### config.mk
export PLATFORM = sky130hd
export DESIGN_NAME = lms_adaptive_fir_flat
export DESIGN_NICKNAME = d
export VERILOG_FILES = /design/src/rtl/core/lms_pkg.sv /design/src/rtl/core/lms_if.sv /design/src/rtl/core/lms_adaptive_fir.sv /design/src/flat_wrapper.sv
export SDC_FILE = /design/constraint.sdc
export NUM_CORES = 2
export LEC_CHECK = 0
export CAP_MARGIN = 0
export CORE_ASPECT_RATIO = 1.25
export CORE_MARGIN = 10
export CORE_UTILIZATION = 55
export CTS_CLUSTER_SIZE = 24
export DETAILED_ROUTE_END_ITERATION = 10
export DONT_BUFFER_PORTS = 1
export PLACE_DENSITY = 0.73
export SYNTH_ARGS = -nofsm -noshare
export SYNTH_HDL_FRONTEND = slang
export SYNTH_SLANG_ARGS = --single-unit
### constraint.sdc
create_clock -name clk_i -period 7.01 [get_ports clk_i]
set_input_delay 0.3505 -clock clk_i [delete_from_list [all_inputs] [get_ports clk_i]]
set_output_delay 0.3505 -clock clk_i [all_outputs]
set_load 0.005 [all_outputs]
### src/rtl/core/lms_pkg.sv
// Shared types and fixed-point constants of the LMS adaptive FIR filter.
`timescale 1ns / 1ps

package lms_pkg;

  localparam int unsigned SAMPLE_W = 16;  // Q1.15 samples and results
  localparam int unsigned COEF_W   = 32;  // Q4.28 coefficients
  localparam int unsigned STEP_W   = 16;  // unsigned Q0.16 step size

  localparam logic [STEP_W-1:0] STEP_RESET = 16'd328;

  // Fraction bits dropped when reducing the filter sum and the update term.
  localparam int unsigned ACC_FRAC = 28;
  localparam int unsigned UPD_FRAC = 18;

  // Shared multiplier operand and product widths.
  localparam int unsigned MUL_A_W = 33;
  localparam int unsigned MUL_B_W = 17;
  localparam int unsigned MUL_P_W = MUL_A_W + MUL_B_W;

  typedef logic signed [SAMPLE_W-1:0] sample_t;
  typedef logic signed [COEF_W-1:0]   coef_t;
  typedef logic        [STEP_W-1:0]   step_t;

endpackage

### src/rtl/core/lms_if.sv
// Valid/ready channels of the LMS filter: input samples, results, step size.
`timescale 1ns / 1ps

interface lms_in_if import lms_pkg::*; ();
  logic    valid;
  logic    ready;
  sample_t x_sample;
  sample_t desired_sample;

  modport source (output valid, output x_sample, output desired_sample, input ready);
  modport sink   (input valid, input x_sample, input desired_sample, output ready);
endinterface

interface lms_out_if import lms_pkg::*; ();
  logic    valid;
  logic    ready;
  sample_t filter_out;
  sample_t error_out;

  modport source (output valid, output filter_out, output error_out, input ready);
  modport sink   (input valid, input filter_out, input error_out, output ready);
endinterface

interface lms_cfg_if import lms_pkg::*; ();
  logic  valid;
  logic  ready;
  step_t step_size;

  modport source (output valid, output step_size, input ready);
  modport sink   (input valid, input step_size, output ready);
endinterface

### src/rtl/core/lms_adaptive_fir.sv
// Top level of the LMS adaptive FIR filter with one shared multiply unit.
`timescale 1ns / 1ps

// LMS adaptive FIR filter. Each input beat carries one Q1.15 input sample and
// one Q1.15 desired sample; each produces one result beat with the filter
// output y (taken with the coefficients before adaptation) and the error
// e = d - y, both saturated to Q1.15. The block works on one beat at a time:
// in_ch.ready is high only while idle, and a beat occupies the block until
// its coefficient update pass is done; only then can the next one be taken.
// The block has a single 33x17 multiplier behind a two-stage read/multiply
// pipeline, which makes one pass over the taps for the dot product and a
// second pass for the coefficient update; between the passes it rounds the
// sum, saturates, forms the error and scales it by the step size. The result
// beat is offered once the error is formed and sits in an output register,
// so the update pass runs while the sink holds off. The delay line is a
// circular buffer and the coefficients a plain memory, each with one valid
// bit per entry so that reset empties both at once. step_size (unsigned
// Q0.16, reset 328) is written over cfg_ch, which is always ready; write it
// only while the block is idle.
module lms_adaptive_fir import lms_pkg::*; #(
  parameter int unsigned TAPS = 16
) (
  input  logic      clk_i,
  input  logic      rst_ni,
  lms_in_if.sink    in_ch,
  lms_out_if.source out_ch,
  lms_cfg_if.sink   cfg_ch
);

  localparam int unsigned IDX_W = (TAPS > 1) ? $clog2(TAPS) : 1;
  localparam int unsigned ACC_W = MUL_P_W + IDX_W;
  localparam int unsigned Y_W   = ACC_W - ACC_FRAC;
  localparam int unsigned D_W   = Y_W + 1;
  localparam logic [IDX_W-1:0] LAST_IDX = IDX_W'(TAPS - 1);

  localparam logic signed [Y_W-1:0] Y_MAX = Y_W'(32767);
  localparam logic signed [Y_W-1:0] Y_MIN = -Y_W'(32768);
  localparam logic signed [D_W-1:0] D_MAX = D_W'(32767);
  localparam logic signed [D_W-1:0] D_MIN = -D_W'(32768);

  // Sequencer states
  localparam logic [2:0] ST_IDLE = 3'd0;  // wait for an input beat
  localparam logic [2:0] ST_MAC  = 3'd1;  // dot-product pass
  localparam logic [2:0] ST_RND  = 3'd2;  // round the sum to Q.15
  localparam logic [2:0] ST_ERR  = 3'd3;  // saturate, form error, load result
  localparam logic [2:0] ST_MUE  = 3'd4;  // multiply step size by error
  localparam logic [2:0] ST_LDM  = 3'd5;  // latch the scaled error
  localparam logic [2:0] ST_UPD  = 3'd6;  // coefficient update pass

  logic [2:0] state_q, state_d;

  // Configuration
  step_t step_q;

  // Storage
  sample_t     x_mem [TAPS];
  coef_t       c_mem [TAPS];
  logic [TAPS-1:0] x_vld_q;
  logic [TAPS-1:0] c_vld_q;

  logic [IDX_W-1:0] wp_q, wp_inc;   // newest sample position
  logic [IDX_W-1:0] xp_q;           // delay line read position
  logic [IDX_W-1:0] cnt_q;          // tap index being issued
  logic             issue_q;

  // Pipeline: read stage then multiply stage
  logic             s1_vld_q, s2_vld_q;
  logic [IDX_W-1:0] s1_idx_q, s2_idx_q;
  sample_t          x_rd_q;
  coef_t            c_rd_q;
  logic             x_rv_q, c_rv_q;
  coef_t            c_pipe_q;

  sample_t x_op;
  coef_t   c_op;

  logic signed [MUL_A_W-1:0] mul_a;
  logic signed [MUL_B_W-1:0] mul_b;
  logic signed [MUL_P_W-1:0] mul_q;

  logic signed [ACC_W-1:0]   acc_q;
  logic signed [ACC_W-1:0]   acc_rnd;
  logic signed [Y_W-1:0]     y_q;
  sample_t                   d_q;
  sample_t                   e_q;
  logic signed [MUL_A_W-1:0] mu_e_q;

  sample_t                  ys;
  logic signed [D_W-1:0]    diff;
  sample_t                  e_sat;

  logic signed [MUL_P_W-1:0] upd_rnd;
  coef_t                     delta;
  logic signed [COEF_W:0]    c_sum;
  coef_t                     c_new;

  logic    out_vld_q;
  sample_t out_y_q, out_e_q;

  logic in_fire, out_free, pass_done;

  assign in_ch.ready   = (state_q == ST_IDLE);
  assign in_fire       = in_ch.valid & in_ch.ready;
  assign cfg_ch.ready  = 1'b1;
  assign out_ch.valid      = out_vld_q;
  assign out_ch.filter_out = out_y_q;
  assign out_ch.error_out  = out_e_q;
  assign out_free      = ~out_vld_q | out_ch.ready;
  assign pass_done     = ~issue_q & ~s1_vld_q;

  assign wp_inc = (wp_q == LAST_IDX) ? '0 : wp_q + 1'b1;

  // Sequencer
  always_comb begin
    state_d = state_q;
    case (state_q)
      ST_IDLE: if (in_fire) state_d = ST_MAC;
      ST_MAC:  if (pass_done) state_d = ST_RND;
      ST_RND:  state_d = ST_ERR;
      ST_ERR:  if (out_free) state_d = ST_MUE;
      ST_MUE:  state_d = ST_LDM;
      ST_LDM:  state_d = ST_UPD;
      ST_UPD:  if (pass_done) state_d = ST_IDLE;
      default: state_d = ST_IDLE;
    endcase
  end

  // Control registers
  always_ff @(posedge clk_i or negedge rst_ni) begin
    if (!rst_ni) begin
      state_q   <= ST_IDLE;
      step_q    <= STEP_RESET;
      wp_q      <= '0;
      xp_q      <= '0;
      cnt_q     <= '0;
      issue_q   <= 1'b0;
      s1_vld_q  <= 1'b0;
      s2_vld_q  <= 1'b0;
      x_vld_q   <= '0;
      c_vld_q   <= '0;
      out_vld_q <= 1'b0;
    end else begin
      state_q  <= state_d;
      s1_vld_q <= issue_q;
      s2_vld_q <= s1_vld_q;
      if (cfg_ch.valid) begin
        step_q <= cfg_ch.step_size;
      end
      if (in_fire) begin
        wp_q    <= wp_inc;
        xp_q    <= wp_inc;
        cnt_q   <= '0;
        issue_q <= 1'b1;
        x_vld_q[wp_inc] <= 1'b1;
      end else if (state_q == ST_LDM) begin
        xp_q    <= wp_q;
        cnt_q   <= '0;
        issue_q <= 1'b1;
      end else if (issue_q) begin
        xp_q  <= (xp_q == '0) ? LAST_IDX : xp_q - 1'b1;
        cnt_q <= cnt_q + 1'b1;
        if (cnt_q == LAST_IDX) begin
          issue_q <= 1'b0;
        end
      end
      if (state_q == ST_UPD && s2_vld_q) begin
        c_vld_q[s2_idx_q] <= 1'b1;
      end
      if (state_q == ST_ERR && out_free) begin
        out_vld_q <= 1'b1;
      end else if (out_ch.ready) begin
        out_vld_q <= 1'b0;
      end
    end
  end

  // Delay line memory: newest sample goes one past the previous newest
  always_ff @(posedge clk_i) begin
    if (in_fire) begin
      x_mem[wp_inc] <= in_ch.x_sample;
    end
    x_rd_q <= x_mem[xp_q];
    x_rv_q <= x_vld_q[xp_q];
  end

  // Coefficient memory: written back from the end of the update pipeline
  always_ff @(posedge clk_i) begin
    if (state_q == ST_UPD && s2_vld_q) begin
      c_mem[s2_idx_q] <= c_new;
    end
    c_rd_q <= c_mem[cnt_q];
    c_rv_q <= c_vld_q[cnt_q];
  end

  // Entries never written read as zero
  assign x_op = x_rv_q ? x_rd_q : '0;
  assign c_op = c_rv_q ? c_rd_q : '0;

  // Shared multiplier operand select
  always_comb begin
    case (state_q)
      ST_MAC: begin
        mul_a = {c_op[COEF_W-1], c_op};
        mul_b = {x_op[SAMPLE_W-1], x_op};
      end
      ST_MUE: begin
        mul_a = {{(MUL_A_W-STEP_W){1'b0}}, step_q};
        mul_b = {e_q[SAMPLE_W-1], e_q};
      end
      default: begin
        mul_a = mu_e_q;
        mul_b = {x_op[SAMPLE_W-1], x_op};
      end
    endcase
  end

  // Reduce the sum: add half an LSB, floor-shift by the fraction bits
  assign acc_rnd = acc_q + ACC_W'(64'd1 << (ACC_FRAC - 1));

  // Saturate y, form and saturate the error from the unsaturated y
  always_comb begin
    if (y_q > Y_MAX) begin
      ys = 16'sh7FFF;
    end else if (y_q < Y_MIN) begin
      ys = 16'sh8000;
    end else begin
      ys = y_q[SAMPLE_W-1:0];
    end
    diff = {{(D_W-SAMPLE_W){d_q[SAMPLE_W-1]}}, d_q} - {y_q[Y_W-1], y_q};
    if (diff > D_MAX) begin
      e_sat = 16'sh7FFF;
    end else if (diff < D_MIN) begin
      e_sat = 16'sh8000;
    end else begin
      e_sat = diff[SAMPLE_W-1:0];
    end
  end

  // Update term rounded to Q4.28, added and clamped to the coefficient range
  assign upd_rnd = mul_q + MUL_P_W'(64'd1 << (UPD_FRAC - 1));
  assign delta   = upd_rnd[UPD_FRAC +: COEF_W];
  assign c_sum   = {c_pipe_q[COEF_W-1], c_pipe_q} + {delta[COEF_W-1], delta};
  always_comb begin
    if (c_sum[COEF_W] != c_sum[COEF_W-1]) begin
      c_new = c_sum[COEF_W] ? {1'b1, {(COEF_W-1){1'b0}}} : {1'b0, {(COEF_W-1){1'b1}}};
    end else begin
      c_new = c_sum[COEF_W-1:0];
    end
  end

  // Datapath registers
  always_ff @(posedge clk_i) begin
    mul_q    <= mul_a * mul_b;
    c_pipe_q <= c_op;
    s1_idx_q <= cnt_q;
    s2_idx_q <= s1_idx_q;
    if (in_fire) begin
      d_q   <= in_ch.desired_sample;
      acc_q <= '0;
    end else if (state_q == ST_MAC && s2_vld_q) begin
      acc_q <= acc_q + {{IDX_W{mul_q[MUL_P_W-1]}}, mul_q};
    end
    if (state_q == ST_RND) begin
      y_q <= acc_rnd[ACC_W-1:ACC_FRAC];
    end
    if (state_q == ST_ERR && out_free) begin
      e_q     <= e_sat;
      out_y_q <= ys;
      out_e_q <= e_sat;
    end
    if (state_q == ST_LDM) begin
      mu_e_q <= mul_q[MUL_A_W-1:0];
    end
  end

endmodule
### src/flat_wrapper.sv
// flat-port wrapper written by rule: the top's interface ports become plain ports
module lms_adaptive_fir_flat import lms_pkg::*;
#(
  parameter int unsigned TAPS = 16
)
  (clk_i, rst_ni, in_ch_valid, in_ch_x_sample, in_ch_desired_sample, in_ch_ready, out_ch_valid, out_ch_filter_out, out_ch_error_out, out_ch_ready, cfg_ch_valid, cfg_ch_step_size, cfg_ch_ready);
  lms_in_if in_ch_i ();
  lms_out_if out_ch_i ();
  lms_cfg_if cfg_ch_i ();
  input  logic clk_i;
  input  logic rst_ni;
  input wire logic [$bits(in_ch_i.valid)-1:0] in_ch_valid;
  input wire logic [$bits(in_ch_i.x_sample)-1:0] in_ch_x_sample;
  input wire logic [$bits(in_ch_i.desired_sample)-1:0] in_ch_desired_sample;
  output wire logic [$bits(in_ch_i.ready)-1:0] in_ch_ready;
  output wire logic [$bits(out_ch_i.valid)-1:0] out_ch_valid;
  output wire logic [$bits(out_ch_i.filter_out)-1:0] out_ch_filter_out;
  output wire logic [$bits(out_ch_i.error_out)-1:0] out_ch_error_out;
  input wire logic [$bits(out_ch_i.ready)-1:0] out_ch_ready;
  input wire logic [$bits(cfg_ch_i.valid)-1:0] cfg_ch_valid;
  input wire logic [$bits(cfg_ch_i.step_size)-1:0] cfg_ch_step_size;
  output wire logic [$bits(cfg_ch_i.ready)-1:0] cfg_ch_ready;
  assign in_ch_i.valid = in_ch_valid;
  assign in_ch_i.x_sample = in_ch_x_sample;
  assign in_ch_i.desired_sample = in_ch_desired_sample;
  assign in_ch_ready = in_ch_i.ready;
  assign out_ch_valid = out_ch_i.valid;
  assign out_ch_filter_out = out_ch_i.filter_out;
  assign out_ch_error_out = out_ch_i.error_out;
  assign out_ch_i.ready = out_ch_ready;
  assign cfg_ch_i.valid = cfg_ch_valid;
  assign cfg_ch_i.step_size = cfg_ch_step_size;
  assign cfg_ch_ready = cfg_ch_i.ready;
  lms_adaptive_fir #(.TAPS(TAPS)) u_core (.clk_i(clk_i), .rst_ni(rst_ni), .in_ch(in_ch_i), .out_ch(out_ch_i), .cfg_ch(cfg_ch_i));
endmodule
Word-level counts from Yosys, hierarchy flattened
Memory sizes are Yosys's and may differ from the RTL's. A register that Yosys moved wholly into a read port is not among the register bits.
Index checks and enable logic that the tools add are counted.
- register bits: 320
- memory bits (writable): 768
- logic and storage cells: 114
- memories: 2
- memory list (memory ; words ; width ; rd ports ; clocked after memory_dff ; write ports ; RTL line ; source):
    u_core.c_mem ; 16 ; 32 ; 1 ; 1 ; 1 ; lms_adaptive_fir.sv:57 ; coef_t c_mem [TAPS];
    u_core.x_mem ; 16 ; 16 ; 1 ; 1 ; 1 ; lms_adaptive_fir.sv:56 ; sample_t x_mem [TAPS];
- muxes and demuxes: 39
- magnitude comparators: 10
- bitwise operators: 8
- add/sub/neg operators: 8
- multiply operators: 1
- equality and inequality tests: 13
- reduce and logical (&&, ||, !) cells: 10
- operators with widths (operator ; number):
    32-bit two-way mux ; 3
    33-bit one-hot mux with 2 select lines ; 1
    54-bit by 28-bit adder with 54-bit output (second input constant) ; 1
    54-bit adder ; 1
    50-bit by 18-bit adder with 50-bit output (second input constant) ; 1
    33-bit by 17-bit multiplier with 50-bit output ; 1
    16-bit two-way mux ; 3
    32-bit by 32-bit adder with 33-bit output ; 1
    4-bit two-way mux ; 8
    16-bit OR ; 2
    27-bit by 16-bit > comparator with 1-bit output (second input constant) ; 1
    27-bit by 16-bit < comparator with 1-bit output (second input constant) ; 1
    16-bit by 26-bit subtractor with 27-bit output ; 1
    26-bit by 16-bit > comparator with 1-bit output (second input constant) ; 1
    26-bit by 16-bit < comparator with 1-bit output (second input constant) ; 1
    3-bit one-hot mux with 7 select lines ; 1
    4-bit by 5-bit < comparator with 1-bit output (second input constant) ; 4
    17-bit two-way mux ; 1
    1-bit two-way mux ; 14
    3-bit two-way mux ; 4
    3-bit equality test (second input constant) ; 3
    4-bit by 1-bit adder with 4-bit output (second input constant) ; 2
    1-bit binary-select mux with 4-bit select ; 2
    1-bit demux with 4-bit select ; 2
    other kinds (17) ; 29

Depth between registers and ports, before layout
- depth after elaboration: 7
- mapped depth: 33

Worst setup path after synthesis
Ideal clock, no wire load.
- path kind: reg-to-reg
- from: register u_core.state_q[0]
- to: register u_core.mul_q[34]
- arrival time: 7.568 ns
- required time: 6.874 ns
- path buffers: 4
- path slack: -0.695 ns
- stages on the path, launching flop included: 28
- path through: dfrtp_1 > clkbuf_1 > nor2_1 > and2_1 > clkbuf_1 > nor2_1 > clkbuf_1 > buf_1 > a221oi_1 > nor2_1 > fa_1 > inv_1 > fa_1 > fa_1 > fa_1 > inv_1 > fa_1 > fa_1 > ha_1 > o21a_1 > o21a_1 > a32o_1 > a221oi_1 > o21ai_0 > a31oi_1 > o21ai_1 > mux2i_1 > o2111ai_1
- cells in the longest elaborated chain, start to end: 3
- RTL lines (item ; RTL line ; source):
    start, declared ; lms_adaptive_fir.sv:50 ; logic [2:0] state_q, state_d;
    start signal, assigned ; lms_adaptive_fir.sv:143 ; state_q <= state_d;
    3-bit equality test or 3-bit by 1-bit equality test with 1-bit output (tied branches) ; lms_adaptive_fir.sv:201 ; case (state_q)
    33-bit one-hot mux with 2 select lines or 17-bit two-way mux (tied branches) ; lms_adaptive_fir.sv:201 ;
    33-bit by 17-bit multiplier with 50-bit output * ; lms_adaptive_fir.sv:253 ; mul_q <= mul_a * mul_b;
    end signal, assigned ; lms_adaptive_fir.sv:253 ;
    end, declared ; lms_adaptive_fir.sv:79 ; logic signed [MUL_P_W-1:0] mul_q;
Every way passes the cells marked *; elsewhere a longest branch is shown, timed or not.
A chain may end at the register's enable or synchronous reset.

Final worst setup path
- from: register u_core.state_q[1]
- to: register u_core.mul_q[37]
The elaborated chain is that of the path after synthesis.

==> metrics <==
H-tree lvl count 3; Num CTS Buffers 107; Max-Cap Viols 0; initial antenna violation count 4; clock skew 67.31 ps; Pre-antenna DRT Iters 6; Crit Reg-Reg Startpoint u_core.state_q[1]$_DFFE_PN0P_; Placement Cell Area roughly 72000 um^2; clk sink count 1136; root buffer cell clkbuf_16; Starting Density 55.55%; placed cell count 7014; Filler cells around 8500; worst setup slack after layout -192.0 ps; GRT Overall Usage 27.52%; worst r2r dst u_core.mul_q[37]$_DFF_P_; sequential area share after synthesis 47.72%; top-area cell type share of the netlist area 39.38%; clock latency on the worst-skew pair 770 ps; # IOs 88; via count 44220; Mapped Cells 5193; r2r worst-path depth 29; 1st-iter DRT viols between 4000 and 5000; syn nets 6022; Post-synth ARST share under 10%; gr ovfl total 0; CP most frequent cell buf_4; first-pass GRT wire length 284600 um; yosys warns 0; Placer Congestion approximately 0.98; Post-Syn Area 66720 um^2; Pins Over Slew Limit 0; drt wl/cell ~26 um; Critical Path Start Type register; Reg2Reg Setup Slack -190 ps; Yosys reg bits 1136; largest net degree at the start of global routing 91; DR DRC count 0; hold slack approximately 130 ps; crit share post-route 102.7%; clock slew seen by the registers of the worst setup and hold paths about 70 ps; Setup crit end kind register; Die Ht 409.4 um; area grow syn2layout 17.36%; ANT nets after route 0; CP startpoint u_core.state_q[1]$_DFFE_PN0P_; CP max FO 6; top_reg_cell synth edfxtp_1; Layout Nets around 6500; Via density 6.016; Setup violations, final 15; Synth Area per Inst 12.85 um^2; Hold Path Class in2async; layout cells sized above 1 21.55%; Fmax 0.1389 GHz; Post-synth EDFFs 875; min cycle time layout 7202 ps; core area 120100 um^2; unrepaired setup endpoints after global routing yes; Worst EP arrival 7840 ps; Max Root-Sink Buffers 3; Slowest-stage cell, CP fa_2; Yosys top cell by area edfxtp_1; slowest cell delay on critical path 580 ps; Die Area 135700 um^2; PortBufs 0; Post-Route WL 187900 um; DP Worst Slack -430.1 ps; relative slew slack 11.55%; number of different library cells in the post-synthesis netlist 83; number of global-route vias before repair 46110; design area about 78000 um^2; Worst Tran Pin Value between 1000 and 1500 ps; status finished, violations left; failing checks negative setup slack; post-DP HPWL 132700 um; width of the die 331.5 um; num rows 142; WS Path Type reg2reg; Layout Cells excl Fill 7350; Worst EP required 7650 ps; top area cells in the synthesized netlist edfxtp_1 (39%), fa_1 (16%), mux4_2 (8.4%), dfxtp_1 (5.8%), ha_1 (4.4%); Worst setup endpoint u_core.mul_q[37]$_DFF_P_; CTS tree built; Hold Fails Final Rpt 0
worst max-delay path: cells and delay by family (launching register included):
family | cells | cell delay, ps
adder cells (fa/ha/maj) | 7 | 3390
XOR/XNOR | 1 | 150
AND/OR/NAND/NOR | 4 | 790
flip-flops | 1 | 440
buffers and inverters | 12 | 1500
AO/OA/AOI/OAI | 5 | 810
synth_stat cells, types with 23 or more instances:
master,count
dfrtp_1,64
a21o_1,123
inv_1,643
a211oi_1,28
and3_1,44
and2_1,70
or2_2,38
nand2_1,469
fa_1,540
xnor2_1,134
buf_1,37
a21oi_1,180
nand3_1,71
xor2_1,56
ha_1,236
nor3_1,29
clkbuf_1,162
nor2_1,408
dfxtp_1,194
o21ai_0,128
mux4_2,250
o21a_1,26
nand2b_1,23
edfxtp_1,875
area by class of cell:
| type | count | area, um^2 | area share [%] |
|---|---|---|---|
| flip-flops and latches | 1136 | 31850 | 40.68 |
| diodes | 3 | 7.507 | 0.009588 |
| repair buffers | 574 | 5333 | 6.810 |
| multi-input cells | 3204 | 33000 | 42.14 |
| clock buffers | 135 | 2895 | 3.698 |
| well taps | 1584 | 1982 | 2.531 |
| inverters | 645 | 2421 | 3.092 |
| clock inverters | 69 | 809.5 | 1.034 |
sequential cells by signal, summed over array words and instances, names as in the netlist, 16 cells and up:
register	count
u_core.e_q	16
u_core.mu_e_q	33
u_core.c_vld_q	16
u_core.y_q	26
u_core.out_ch.filter_out	16
u_core.c_mem	512
u_core.x_vld_q	16
u_core.x_rd_q	16
u_core.c_pipe_q	32
u_core.mul_q	50
u_core.x_mem	256
u_core.step_q	16
u_core.acc_q	54
u_core.d_q	16
u_core.c_rd_q	32
cells in the final DEF (no fill, tap or decap), types with 26 or more instances in the layout:
cell,Yosys,routed
edfxtp_1,875,875
inv_1,643,629
fa_1,540,514
nand2_1,469,462
buf_4,1,418
nor2_1,408,364
mux4_2,250,250
ha_1,236,210
dfxtp_1,194,194
a21oi_1,180,161
xnor2_1,134,133
a21o_1,123,120
o21ai_0,128,118
clkbuf_16,0,111
nand3_1,71,69
dlygate4sd3_1,0,66
dfrtp_1,64,58
and2_1,70,54
xor2_1,56,54
buf_12,0,47
and3_1,44,40
or2_2,38,38
buf_6,1,34
fa_2,0,26
repair_timing:
action	CTS	global route
endpoints found under the hold margin	356	0
endpoints found under the setup margin	24	26
hold buffers	67	0
buffers inserted	45	14
pin swaps	114	72
resized for setup	173	88
gates cloned	4	2
worst min path at each step:
stage / slack, ps / startpoint / cells after the start / endpoint
after floorplan: 50 / rst_ni / 0 / u_core.c_vld_q[0]$_DFFE_PN0P_
after global placement: 60 / rst_ni / 0 / u_core.out_ch.valid$_DFFE_PN0P_
after detailed placement: 60 / rst_ni / 0 / u_core.out_ch.valid$_DFFE_PN0P_
after CTS: 120 / rst_ni / 2 / u_core.out_ch.valid$_DFFE_PN0P_
after global routing: 160 / rst_ni / 2 / u_core.out_ch.valid$_DFFE_PN0P_
final: 130 / rst_ni / 2 / u_core.out_ch.valid$_DFFE_PN0P_
routing by layer:
| layer | up-vias | wire length, um | GRT usage [%] | part of all wire, % |
|---|---|---|---|---|
| met5 | - | 34 | 0 | 0.018 |
| met4 | 6 | 11180 | 14.20 | 5.9 |
| met3 | 521 | 16540 | 5.786 | 8.8 |
| met2 | 2191 | 90450 | 44.88 | 48 |
| met1 | 22430 | 69690 | 34.61 | 37 |
| li1 | 19070 | - | - | - |
metrics by stage:
stage          setup TNS, ps  util (%)
2_1_floorplan              0         -
3_5_place_dp           -6615     60.10
5_1_grt                -5562     65.19
4_1_cts               -576.3     64.78
6_report               -1480     65.19
3_3_place_gp           -5681     60.10
logic make-up (layout without fill, tap and decap cells):
family	Yosys count	after routing	synth area share (%)
AND/OR/NAND/NOR	1247	1247	8.323
flip-flops	1136	1136	47.72
buffers and inverters	853	1423	4.829
adder cells (fa/ha/maj)	785	785	20.76
AO/OA/AOI/OAI	710	710	7.079
multiplexers	271	271	8.784
XOR/XNOR	190	190	2.494
other	1	4	0.005621
Power is left out: the tool's default activity adds up to more than one toggle a clock period on the data nets, which glitch-free logic cannot reach.
